<file path="config.mk">
export PLATFORM = sky130hd
export DESIGN_NAME = fifo_evicting_key_value_table_core
export DESIGN_NICKNAME = d
export VERILOG_FILES = /design/src/rtl/core/fekv_pkg.sv /design/src/rtl/core/fekv_mem.sv /design/src/rtl/core/fekv_cfg.sv /design/src/rtl/core/fifo_evicting_key_value_table_core.sv
export SDC_FILE = /design/constraint.sdc
export NUM_CORES = 2
export LEC_CHECK = 0
export BUFFER_PORTS_ARGS = -buffer_cell sky130_fd_sc_hd__buf_2
export CORE_MARGIN = 4
export CORE_UTILIZATION = 25
export DETAILED_ROUTE_END_ITERATION = 7
export SLEW_MARGIN = 25
export SYNTH_ARGS = -nofsm -noshare
export SYNTH_HDL_FRONTEND = slang
export SYNTH_MEMORY_MAX_BITS = 65536
export SYNTH_SLANG_ARGS = --single-unit
export TNS_END_PERCENT = 20
</file>
<file path="constraint.sdc">
create_clock -name clk -period 36.4 [get_ports clk]
set_input_delay 3.64 -clock clk [delete_from_list [all_inputs] [get_ports clk]]
set_output_delay 3.64 -clock clk [all_outputs]
set_load 0.01 [all_outputs]
</file>
<file path="src/rtl/core/fekv_pkg.sv">
// Package for the FIFO-evicting key/value table: opcodes, entry layout,
// default sizes and the byte helpers. No dependencies.
package fekv_pkg;

  // default sizes
  localparam int DEF_ENTRIES     = 32;
  localparam int DEF_VALUE_LIMIT = 9;
  localparam int DEF_KEY_LIMIT   = 9;

  // floor(x / 100) as (x * THR_MUL) >> THR_SHIFT, exact for x up to 255 * 127
  localparam int PERCENT_SCALE = 100;
  localparam int THR_SHIFT     = 21;
  localparam int THR_MUL       = ((1 << THR_SHIFT) + PERCENT_SCALE - 1) / PERCENT_SCALE;

  localparam int CLEAN_RESET = 80;

  // register index on the configuration port
  localparam logic REG_CLEAN_PERCENT = 1'b0;

  typedef enum logic [2:0] {
    OP_SET_STR    = 3'd0,
    OP_SET_BIN    = 3'd1,
    OP_GET_ANY    = 3'd2,
    OP_GET_STR    = 3'd3,
    OP_GET_BIN    = 3'd4,
    OP_DELETE     = 3'd5,
    OP_AUTO_CLEAN = 3'd6,
    OP_ERASE_ALL  = 3'd7
  } op_t;

  // one table entry as held in memory
  typedef struct packed {
    logic [63:0] key;
    logic [63:0] value;
    logic [3:0]  len;
    logic        typ;
  } entry_t;

  // mask of the low n bytes (all ones for n of 8 or more)
  function automatic logic [63:0] byte_mask(input logic [3:0] n);
    logic [63:0] m;
    m = '0;
    for (int b = 0; b < 8; b++) begin
      if (4'(b) < n) m[8*b +: 8] = 8'hFF;
    end
    return m;
  endfunction

  // keep characters before the first zero byte, at most max_chars of them
  function automatic logic [63:0] text_word(input logic [63:0] w, input logic [3:0] max_chars);
    logic [63:0] r;
    logic        keep;
    r    = '0;
    keep = 1'b1;
    for (int b = 0; b < 8; b++) begin
      keep = keep && (4'(b) < max_chars) && (w[8*b +: 8] != 8'h00);
      if (keep) r[8*b +: 8] = w[8*b +: 8];
    end
    return r;
  endfunction

endpackage

</file>
<file path="src/rtl/core/fekv_mem.sv">
// Entry memory of the key/value table: one write port, one read port,
// registered read data. Uses fekv_pkg for the entry layout.
module fekv_mem
  import fekv_pkg::*;
#(
  parameter int ENTRIES = DEF_ENTRIES,
  localparam int AW = $clog2(ENTRIES)
) (
  input  logic          clk,
  input  logic          we,
  input  logic [AW-1:0] waddr,
  input  entry_t        wdata,
  input  logic [AW-1:0] raddr,
  output entry_t        rdata
);

  entry_t mem [ENTRIES];

  // write port
  always_ff @(posedge clk) begin
    if (we) mem[waddr] <= wdata;
  end

  // read port, registered
  always_ff @(posedge clk) begin
    rdata <= mem[raddr];
  end

endmodule

</file>
<file path="src/rtl/core/fekv_cfg.sv">
// Configuration port of the key/value table: clean_percent register and
// the trim threshold derived from it. Uses fekv_pkg.
module fekv_cfg
  import fekv_pkg::*;
#(
  parameter int ENTRIES = DEF_ENTRIES,
  localparam int TW = $clog2(ENTRIES * 127 / 100 + 1)
) (
  input  logic          clk,
  input  logic          rst,
  input  logic          psel,
  input  logic          penable,
  input  logic          pwrite,
  input  logic [2:0]    paddr,
  input  logic [31:0]   pwdata,
  output logic [31:0]   prdata,
  output logic          pready,
  output logic [TW-1:0] threshold
);

  localparam int KW = $clog2(ENTRIES * THR_MUL + 1);
  localparam int PW = KW + 7;
  localparam logic [PW-1:0] THR_K = PW'(ENTRIES * THR_MUL);

  logic [6:0]    clean_percent;
  logic [PW-1:0] prod;

  assign pready = 1'b1;

  // register write
  always_ff @(posedge clk) begin
    if (rst) begin
      clean_percent <= 7'(CLEAN_RESET);
    end else if (psel && penable && pwrite && (paddr[2] == REG_CLEAN_PERCENT)) begin
      clean_percent <= pwdata[6:0];
    end
  end

  // read back
  always_comb begin
    prdata = '0;
    if (paddr[2] == REG_CLEAN_PERCENT) prdata = 32'(clean_percent);
  end

  // threshold = floor(ENTRIES * clean_percent / 100), registered
  assign prod = PW'(clean_percent) * THR_K;

  always_ff @(posedge clk) begin
    threshold <= TW'(prod >> THR_SHIFT);
  end

endmodule

</file>
<file path="src/rtl/core/fifo_evicting_key_value_table_core.sv">
// Top level of the FIFO-evicting key/value table: sequencer over the entry
// memory. Uses fekv_pkg, fekv_mem and fekv_cfg.
//
// Usage: a command word (opcode, entry_key, payload, payload_bytes,
// buffer_bytes) is taken at a clock edge where start is high and busy is
// low. Exactly one result word follows, shown for one cycle while done is
// high: status, read_value, read_length, read_type and fill_count. The
// receiver cannot stall; the result is simply presented once.
// Entries sit packed in a one-port-read, one-port-write memory, oldest at
// slot 0. A lookup reads one slot per cycle; a delete or trim moves the
// surviving entries down one per cycle and a new key is then appended in
// S_APPEND. An erase-all or a rejected set completes straight from idle.
// clean_percent is to be written over the APB port at byte address 0 only
// while idle; the block itself does not enforce this. The derived threshold
// is registered from the clean_percent register.
// Reset empties the table (fill count to zero) and sets clean_percent to 80;
// memory is not cleared, since data from slots beyond the fill is never used.
module fifo_evicting_key_value_table_core
  import fekv_pkg::*;
#(
  parameter int ENTRIES     = DEF_ENTRIES,
  parameter int VALUE_LIMIT = DEF_VALUE_LIMIT,
  parameter int KEY_LIMIT   = DEF_KEY_LIMIT
) (
  input  logic        clk,
  input  logic        rst,
  input  logic        psel,
  input  logic        penable,
  input  logic        pwrite,
  input  logic [2:0]  paddr,
  input  logic [31:0] pwdata,
  output logic [31:0] prdata,
  output logic        pready,
  input  logic        start,
  output logic        busy,
  input  logic [2:0]  opcode,
  input  logic [63:0] entry_key,
  input  logic [63:0] payload,
  input  logic [3:0]  payload_bytes,
  input  logic [3:0]  buffer_bytes,
  output logic        done,
  output logic        status,
  output logic [63:0] read_value,
  output logic [3:0]  read_length,
  output logic        read_type,
  output logic [5:0]  fill_count
);

  localparam int AW = $clog2(ENTRIES);
  localparam int CW = $clog2(ENTRIES + 1);
  localparam int TW = $clog2(ENTRIES * 127 / 100 + 1);
  localparam int XW = (CW > TW) ? CW : TW;

  typedef enum logic [2:0] {
    S_IDLE,
    S_SEARCH,
    S_MISS,
    S_SHIFT,
    S_APPEND
  } state_t;

  state_t         state;
  op_t            op;
  logic [63:0]    key;
  logic [63:0]    val;
  logic [3:0]     len;
  logic [3:0]     blen;
  logic [CW-1:0]  used;
  logic [CW-1:0]  sa;
  logic [CW-1:0]  rd_idx;
  logic           pend;
  logic [CW-1:0]  rptr;
  logic [CW-1:0]  wptr;
  logic [CW-1:0]  gap;
  logic [TW-1:0]  threshold;

  logic           mem_we;
  logic [AW-1:0]  mem_waddr;
  entry_t         mem_wdata;
  logic [AW-1:0]  mem_raddr;
  entry_t         mem_rdata;

  logic           is_set;
  logic           hit;
  logic           get_ok;
  logic           over_thr;
  logic [CW-1:0]  trim_d;
  logic [CW-1:0]  set_d;
  logic           full;
  op_t            op_in;

  fekv_cfg #(.ENTRIES(ENTRIES)) u_cfg (
    .clk       (clk),
    .rst       (rst),
    .psel      (psel),
    .penable   (penable),
    .pwrite    (pwrite),
    .paddr     (paddr),
    .pwdata    (pwdata),
    .prdata    (prdata),
    .pready    (pready),
    .threshold (threshold)
  );

  fekv_mem #(.ENTRIES(ENTRIES)) u_mem (
    .clk   (clk),
    .we    (mem_we),
    .waddr (mem_waddr),
    .wdata (mem_wdata),
    .raddr (mem_raddr),
    .rdata (mem_rdata)
  );

  assign busy       = (state != S_IDLE);
  assign fill_count = 6'(used);
  assign op_in      = op_t'(opcode);

  // decode helpers
  assign is_set   = (op == OP_SET_STR) || (op == OP_SET_BIN);
  assign hit      = pend && (mem_rdata.key == key);
  assign get_ok   = (blen >= mem_rdata.len) &&
                    ((op == OP_GET_ANY) || (mem_rdata.typ == (op == OP_GET_BIN)));
  assign over_thr = XW'(used) > XW'(threshold);
  assign trim_d   = over_thr ? CW'(XW'(used) - XW'(threshold)) : '0;
  assign full     = (used == CW'(ENTRIES));
  assign set_d    = ((op == OP_SET_STR) && over_thr) ? trim_d :
                    (full ? CW'(1) : '0);

  // memory port selection
  always_comb begin
    mem_we    = 1'b0;
    mem_waddr = '0;
    mem_wdata = mem_rdata;
    mem_raddr = '0;
    case (state)
      S_SEARCH: begin
        mem_raddr = sa[AW-1:0];
        // in-place update of an existing key
        if (hit && is_set) begin
          mem_we          = 1'b1;
          mem_waddr       = rd_idx[AW-1:0];
          mem_wdata.value = val;
          mem_wdata.len   = len;
          mem_wdata.typ   = (op == OP_SET_BIN);
        end
      end
      S_SHIFT: begin
        mem_raddr = rptr[AW-1:0];
        mem_we    = pend;
        mem_waddr = wptr[AW-1:0];
      end
      S_APPEND: begin
        mem_we          = 1'b1;
        mem_waddr       = used[AW-1:0];
        mem_wdata.key   = text_word(key, 4'(KEY_LIMIT - 1));
        mem_wdata.value = val;
        mem_wdata.len   = len;
        mem_wdata.typ   = (op == OP_SET_BIN);
      end
      default: ;
    endcase
  end

  // sequencer and result registers
  always_ff @(posedge clk) begin
    if (rst) begin
      state <= S_IDLE;
      used  <= '0;
      done  <= 1'b0;
      pend  <= 1'b0;
    end else begin
      done <= 1'b0;
      case (state)
        S_IDLE: begin
          if (start) begin
            op          <= op_in;
            key         <= text_word(entry_key, 4'd8);
            val         <= payload & byte_mask(payload_bytes);
            len         <= payload_bytes;
            blen        <= buffer_bytes;
            sa          <= '0;
            pend        <= 1'b0;
            status      <= 1'b1;
            read_value  <= '0;
            read_length <= '0;
            read_type   <= 1'b0;
            if (((op_in == OP_SET_STR) || (op_in == OP_SET_BIN)) &&
                ((payload_bytes >= 4'(VALUE_LIMIT)) ||
                 ((op_in == OP_SET_BIN) && (payload_bytes == 4'd0)))) begin
              done <= 1'b1;
            end else if (op_in == OP_ERASE_ALL) begin
              used   <= '0;
              status <= 1'b0;
              done   <= 1'b1;
            end else if (op_in == OP_AUTO_CLEAN) begin
              if (over_thr) begin
                gap   <= trim_d;
                rptr  <= trim_d;
                wptr  <= '0;
                state <= S_SHIFT;
              end else begin
                status <= 1'b0;
                done   <= 1'b1;
              end
            end else if (used == '0) begin
              state <= S_MISS;
            end else begin
              state <= S_SEARCH;
            end
          end
        end

        S_SEARCH: begin
          if (hit) begin
            pend <= 1'b0;
            if (is_set) begin
              status <= 1'b0;
              done   <= 1'b1;
              state  <= S_IDLE;
            end else if (op == OP_DELETE) begin
              gap   <= CW'(1);
              rptr  <= rd_idx + CW'(1);
              wptr  <= rd_idx;
              state <= S_SHIFT;
            end else begin
              if (get_ok) begin
                status      <= 1'b0;
                read_value  <= mem_rdata.value & byte_mask(mem_rdata.len);
                read_length <= mem_rdata.len;
                read_type   <= mem_rdata.typ;
              end
              done  <= 1'b1;
              state <= S_IDLE;
            end
          end else if (pend && (rd_idx == used - CW'(1))) begin
            pend  <= 1'b0;
            state <= S_MISS;
          end else begin
            rd_idx <= sa;
            pend   <= 1'b1;
            sa     <= sa + CW'(1);
          end
        end

        S_MISS: begin
          if (is_set) begin
            if (set_d != '0) begin
              gap   <= set_d;
              rptr  <= set_d;
              wptr  <= '0;
              state <= S_SHIFT;
            end else begin
              state <= S_APPEND;
            end
          end else begin
            done  <= 1'b1;
            state <= S_IDLE;
          end
        end

        // move entries down by gap, one per cycle
        S_SHIFT: begin
          if (pend) wptr <= wptr + CW'(1);
          if (rptr < used) begin
            pend <= 1'b1;
            rptr <= rptr + CW'(1);
          end else begin
            pend <= 1'b0;
            if (!pend) begin
              used <= used - gap;
              if (is_set) begin
                state <= S_APPEND;
              end else begin
                status <= 1'b0;
                done   <= 1'b1;
                state  <= S_IDLE;
              end
            end
          end
        end

        S_APPEND: begin
          used   <= used + CW'(1);
          status <= 1'b0;
          done   <= 1'b1;
          state  <= S_IDLE;
        end

        default: state <= S_IDLE;
      endcase
    end
  end

endmodule
</file>
# Word level (Yosys, flattened, before mapping)
# Memories as Yosys holds them, arrays and structs flattened. A register that Yosys moved wholly into a read port is not among the register bits.
# Cells that the tools add are included.
[totals] ram_bits=4256 romBits=0 mem_count=1 inputBits=180 latchBits=0 out_inout_bits=111 register_bits=263
[classes] reduce_logical=68 n_shift=0 eq_ne=39 muxes=211 div=0 bitwise_logic=6 order_cmp=20 addsub=8 n_mul=1
[memory_table] name="u_mem.mem" words=32 word_bits=133 rd=1 rd_clocked_by_memory_dff=1 write_ports=1 line_no="fekv_mem.sv:17" text="entry_t mem [ENTRIES];"
[op_table] cell="$mux W8" count=96
[op_table] cell="$mux W64" count=6
[op_table] cell="$mux W6" count=35
[op_table] cell="$pmux W69 S2" count=1
[op_table] cell="$and A64 B64 Y64" count=2
[op_table] cell="$pmux W64 S2" count=1
[op_table] cell="$reduce_bool A8 Y1" count=16
[op_table] cell="$mux W69" count=1
[op_table] cell="$eq A64 B64 Y1" count=1
[op_table] cell="$pmux W6 S4" count=2
[op_table] cell="$ne A2 B2 Y1 const B" count=20
[op_table] cell="$mux W3" count=12
[op_table] cell="$pmux W6 S3" count=2
[op_table] cell="$mux W1" count=35
[op_table] cell="$lt A3 B4 Y1 const A" count=8
[op_table] cell="$add A6 B1 Y6 const B" count=5
[op_table] cell="$reduce_and A13 Y1" count=2
[op_table] cell="$logic_and A1 B1 Y1" count=24
[op_table] cell="$mul A7 B13 Y20 const B" count=1
[op_table] cell="$mux W4" count=5
[op_table] cell="$lt A1 B4 Y1 const A" count=4
[op_table] cell="$lt A2 B4 Y1 const A" count=4
[op_table] cell="$eq A3 B3 Y1 const B" count=5
[op_table] cell="$pmux W5 S3" count=1
[op_table] cell="40 further kinds" count=64

# Logic depth before layout (Yosys ltp)
[depth] ltp_word=16 depth_mapped=14

# Modules after synthesis
# Synthesis repeated with hierarchy kept, for this count alone.
[hier_totals] cells_unflattened=8245 hier_area_um2=177465.2
[modules_own_cells] module="fekv_mem" instances=1 cells_each=6832 area_per_inst_um2=161697.6
[modules_own_cells] module="fifo_evicting_key_value_table_core" instances=1 cells_each=1167 area_per_inst_um2=13581.8
[modules_own_cells] module="fekv_cfg" instances=1 cells_each=246 area_per_inst_um2=2185.8

# Least setup slack after synthesis
# OpenSTA, ideal clock, no wires.
[synth_timing] path_kind="input -> register" startpoint="input rst" endpoint="register blen[0], enable pin" path_stages=2 setup_ns=0.807 path_slack_ns=22.263 required_time_ns=35.593 n_path_buf=1 t_arrival_ns=13.329 cell_sequence="clkbuf_1 -> nor3_1"
[synth_between] elab_chain_len=2
[synth_lines] item="start: declaration" line_no="fifo_evicting_key_value_table_core.sv:26" text="input logic rst,"
[synth_lines] item="$not A1 Y1 (no line)"
[synth_lines] item="$reduce_and A3 Y1 (no line)"
[synth_lines] item="end signal: assignment" line_no="fifo_evicting_key_value_table_core.sv:180" text="blen <= buffer_bytes;"
[synth_lines] item="end: declaration" line_no="fifo_evicting_key_value_table_core.sv:67" text="logic [3:0] blen;"
# Every way passes these cells.
# A chain may end at the register's enable or synchronous reset.

# Final worst setup path
[layout_timing] startpoint="register state[1]" endpoint="register u_mem.rdata[93] (netlist name)"
[layout_between] elab_chain_len=2 word_cells_on_any_way=3 classes_between="2 x eq/ne; 1 x mux"
[layout_lines] item="start: declaration" line_no="fifo_evicting_key_value_table_core.sv:62" text="state_t state;"
[layout_lines] item="start signal: assignment" line_no="fifo_evicting_key_value_table_core.sv:167" text="state <= S_IDLE;"
[layout_lines] item="start signal: assignment" line_no="fifo_evicting_key_value_table_core.sv:200" text="state <= S_SHIFT;"
[layout_lines] item="start signal: assignment" line_no="fifo_evicting_key_value_table_core.sv:206" text="state <= S_MISS;"
[layout_lines] item="$eq A3 B2 Y1 or $eq A3 B1 Y1 (tied branches)" line_no="fifo_evicting_key_value_table_core.sv:135" text="case (state)"
[layout_lines] item="$pmux W5 S2 *" line_no="fifo_evicting_key_value_table_core.sv:135"
# Mark *: on every way between the ends. The rest lies on a longest branch, timed or not.

==> impl_metrics.json <==
{
  "grt_max_degree": 192,
  "fin_cells": 24170,
  "layout-drive-gt1-share": 0.09155,
  "synth_edf_count": 4494,
  "synthCells": 13960,
  "fillerInstances": 74360,
  "end_kind": "flop",
  "path_cells": "buf_4 -> mux2_8 -> and2_4 -> buf_4 -> buf_4 -> buf_4 -> buf_4 -> buf_12 -> buf_4 -> nand2_1 -> a311oi_1 -> a311oi_1 -> a311o_1 -> o31ai_1",
  "gp_congestion": 0.8047,
  "cp_common_cell": "buf_4",
  "whs_path_depth": 0,
  "port_buffers": 237,
  "synth.top_cell.area_share": 0.7249,
  "critPathLaunchType": "flop",
  "arrival_ns": 9.05,
  "rr_worst_depth": 14,
  "wire_per_inst_um": 23.43,
  "die_x_um": 870.9,
  "clk_latency_ns": 1.07,
  "min_path_type": "flop to flop",
  "cts_setup_buffers": 0,
  "irDropWorstVdd_mv": 0.04045,
  "clock_sinks": 4651,
  "synth_top_area_cell": "edfxtp_1",
  "grt_usage": 0.1410,
  "tightest_slew_ns": 1.193,
  "tritoncts": "built",
  "ios": 291,
  "worstSetupPathType": "flop to flop",
  "cts_buffer_depth": 4,
  "drt-total-wl_um": 566200,
  "cp_slowest_cell": "buf_4",
  "slew_headroom": 0.2046,
  "synth.lib_cells_used.distinct": 85,
  "powerDensity_mw_per_mm2": 53.66,
  "setup_viol": 0,
  "dp_cells": 23350,
  "fin_crit_ns": 8.155,
  "min_to": "rd_idx[5]",
  "ys_ff_latch": 4651,
  "fp.dieH_um": 870.9,
  "area_growth_pct": 14.06,
  "rsz0062_at_grt": "false",
  "holdBufCountCts": 0,
  "p_leak_nw": 69.45,
  "synth_area_sq_mm": 0.1862,
  "drv_cap": 0,
  "drt-initial-drc-count": 16490,
  "grt_pass1_vias": 110600,
  "dr.pass1.iters": 7,
  "syn_area_per_cell_sq_um": 13.34,
  "fmax_mhz": 122.6,
  "dp_hpwl_um": 281700,
  "min-delay-start": "sa[5]",
  "antenna_found_initial": 36,
  "hold_viol_final": 0,
  "slew_violations": 0,
  "crit_fanout": 152,
  "grt_pass1_wl_um": 802800,
  "max_stage_delay_ns": 0.84,
  "cp.required_ns": 37.30,
  "antenna_left": 0,
  "cts_buffers": 420,
  "root_buffer": "clkbuf_16",
  "finalPower_mw": 11.39,
  "h-tree-depth": 5,
  "cp_top_family": "buffers and inverters",
  "synth.top_cells.by_area": "edfxtp_1, nand2_1, nand3_1, a311oi_1, dfxtp_1",
  "dieArea_sq_mm": 0.7585,
  "drt-vias-per-instance": 4.936,
  "grt_overflow": 0,
  "dr_total_vias": 119300,
  "synth_ff_type": "edfxtp_1",
  "synth_seq_area_share": 0.7418,
  "r2r_end": "u_mem.rdata[93]",
  "initial_core_util": 0.2511,
  "tns_ns": 0,
  "status": "finished clean",
  "r2r_setup_slack_ns": 28.24,
  "drc": 0,
  "core_area_sq_mm": 0.7413,
  "synthArstFlopShare": 0,
  "path_clk_slew_ns": 0.06,
  "cts_resized": 0,
  "skew_ns": 0.09665,
  "crit_buf_inv": 7,
  "timing.rr.start": "state[1]",
  "fin_nets": 14180,
  "yosysWarnings": 0,
  "fp-row-count": 316,
  "min_period_over_period": 0.2240
}
[cells in the mapped netlist (5+ instances only)]
master and number:
a211oi_1 142, a21o_1 7, a21oi_1 45, a221oi_1 5, a22o_1 56, a311o_1 135
a311oi_1 798, a31oi_1 6, and2_1 137, and3_1 420, buf_1 45, buf_2 317
buf_4 31, clkbuf_1 613, dfxtp_1 157, edfxtp_1 4494, fa_1 19, ha_1 74
inv_1 74, mux2_2 62, mux2_4 10, mux2i_1 12, nand2_1 4069, nand2b_1 11
nand3_1 1618, nand4_1 27, nor2_1 93, nor2b_1 55, nor3_1 49, nor4_1 35
o211ai_1 6, o21ai_0 22, o22ai_1 11, o31ai_1 135, xnor2_1 66, xor2_1 15
[report_power, final]
group          internal [mW]  switching [mW]  total (mW)
clock network           2.47            2.00        4.47
logic                  0.178           0.581       0.760
registers               6.10          0.0557        6.16
total                   8.75            2.64        11.4
[routing by layer]
| metal | GRT usage | part of all wire | up-vias |
|---|---|---|---|
| li1 | - | - | 51970 |
| met1 | 0.2010 | 0.42 | 60300 |
| met2 | 0.2172 | 0.45 | 6207 |
| met3 | 0.03487 | 0.11 | 818 |
| met4 | 0.03066 | 0.021 | 4 |
| met5 | 0 | 0.000060 | - |
[state kept, by name, indices dropped and copies added, names as in the netlist, 7 cells and up]
name / flops
u_mem.mem: 4256
u_mem.rdata: 133
key: 64
read_value: 64
val: 64
u_cfg.clean_percent: 7
[kinds of logic after synthesis]
| logic type | share of synthesized area |
|---|---|
| AOI/OAI and AO/OA | 0.06400 |
| xor gates and xnor gates | 0.003811 |
| adders and majority gates | 0.007017 |
| buffers and inverters | 0.02481 |
| DFF | 0.7418 |
| muxes | 0.005263 |
| other | 0.00004034 |
| and+or+nand+nor | 0.1533 |
[per-stage QoR]
stage | cell area (sq um) | worst slack, ns | util | hold slack, ns
2_1_floorplan | 186200 | 22.26 | - | 0.4489
3_3_place_gp | 198300 | 28.30 | 0.2675 | 0.4607
3_5_place_dp | 198400 | 28.29 | 0.2676 | 0.4672
4_1_cts | 212100 | 28.29 | 0.2861 | 0.4827
5_1_grt | 212300 | 27.86 | 0.2864 | 0.4924
6_report | 212300 | 28.24 | 0.2864 | 0.4943
[how the worst max path moves through the flow]
stage,cells after the start,endpoint,slack [ns],start
after floorplan,2,blen[0],22.26,rst
after global placement,14,u_mem.rdata[93],28.30,state[1]
after detailed placement,14,u_mem.rdata[90],28.29,state[1]
after CTS,14,u_mem.rdata[93],28.29,state[1]
after global routing,14,u_mem.rdata[90],27.86,state[1]
final,14,u_mem.rdata[93],28.24,state[1]
[layout make-up]
type                            instances  area (sq um)  share of cell area
Tap cell                             9858         12330             0.05809
Clock inverter                        192          1914            0.009016
Clock buffer                          596         11820             0.05567
Timing Repair Buffer                  516          3809             0.01794
Antenna cell                           33         82.58           0.0003889
Inverter                               76         285.3            0.001344
Multi-Input combinational cell       8245         43990              0.2072
Sequential cell                      4651        138100              0.6504
[worst register-to-register path, cell delays in order, from the launching register on]
cell,delay [ns]
dfxtp_1,0.31
buf_4,0.39
mux2_8,0.63
and2_4,0.83
buf_4,0.84
buf_4,0.82
buf_4,0.73
buf_4,0.81
buf_12,0.63
buf_4,1.07
nand2_1,0.13
a311oi_1,0.29
a311oi_1,0.11
a311o_1,0.34
o31ai_1,0.12
[placed cells by master, fill, tap and decap left out, types with 53 or more instances in the layout]
cell,count
edfxtp_1,4494
nand2_1,4064
nand3_1,1618
a311oi_1,798
clkbuf_16,428
and3_1,420
buf_2,237
buf_4,236
dfxtp_1,156
a211oi_1,141
o31ai_1,135
a311o_1,135
and2_1,133
clkbuf_1,120
nor2_1,90
inv_1,74
ha_1,74
clkinv_2,67
xnor2_1,65
mux2_2,62
clkinv_1,60
nor2b_1,53
Note: power is estimated with default switching activity, not from simulation.
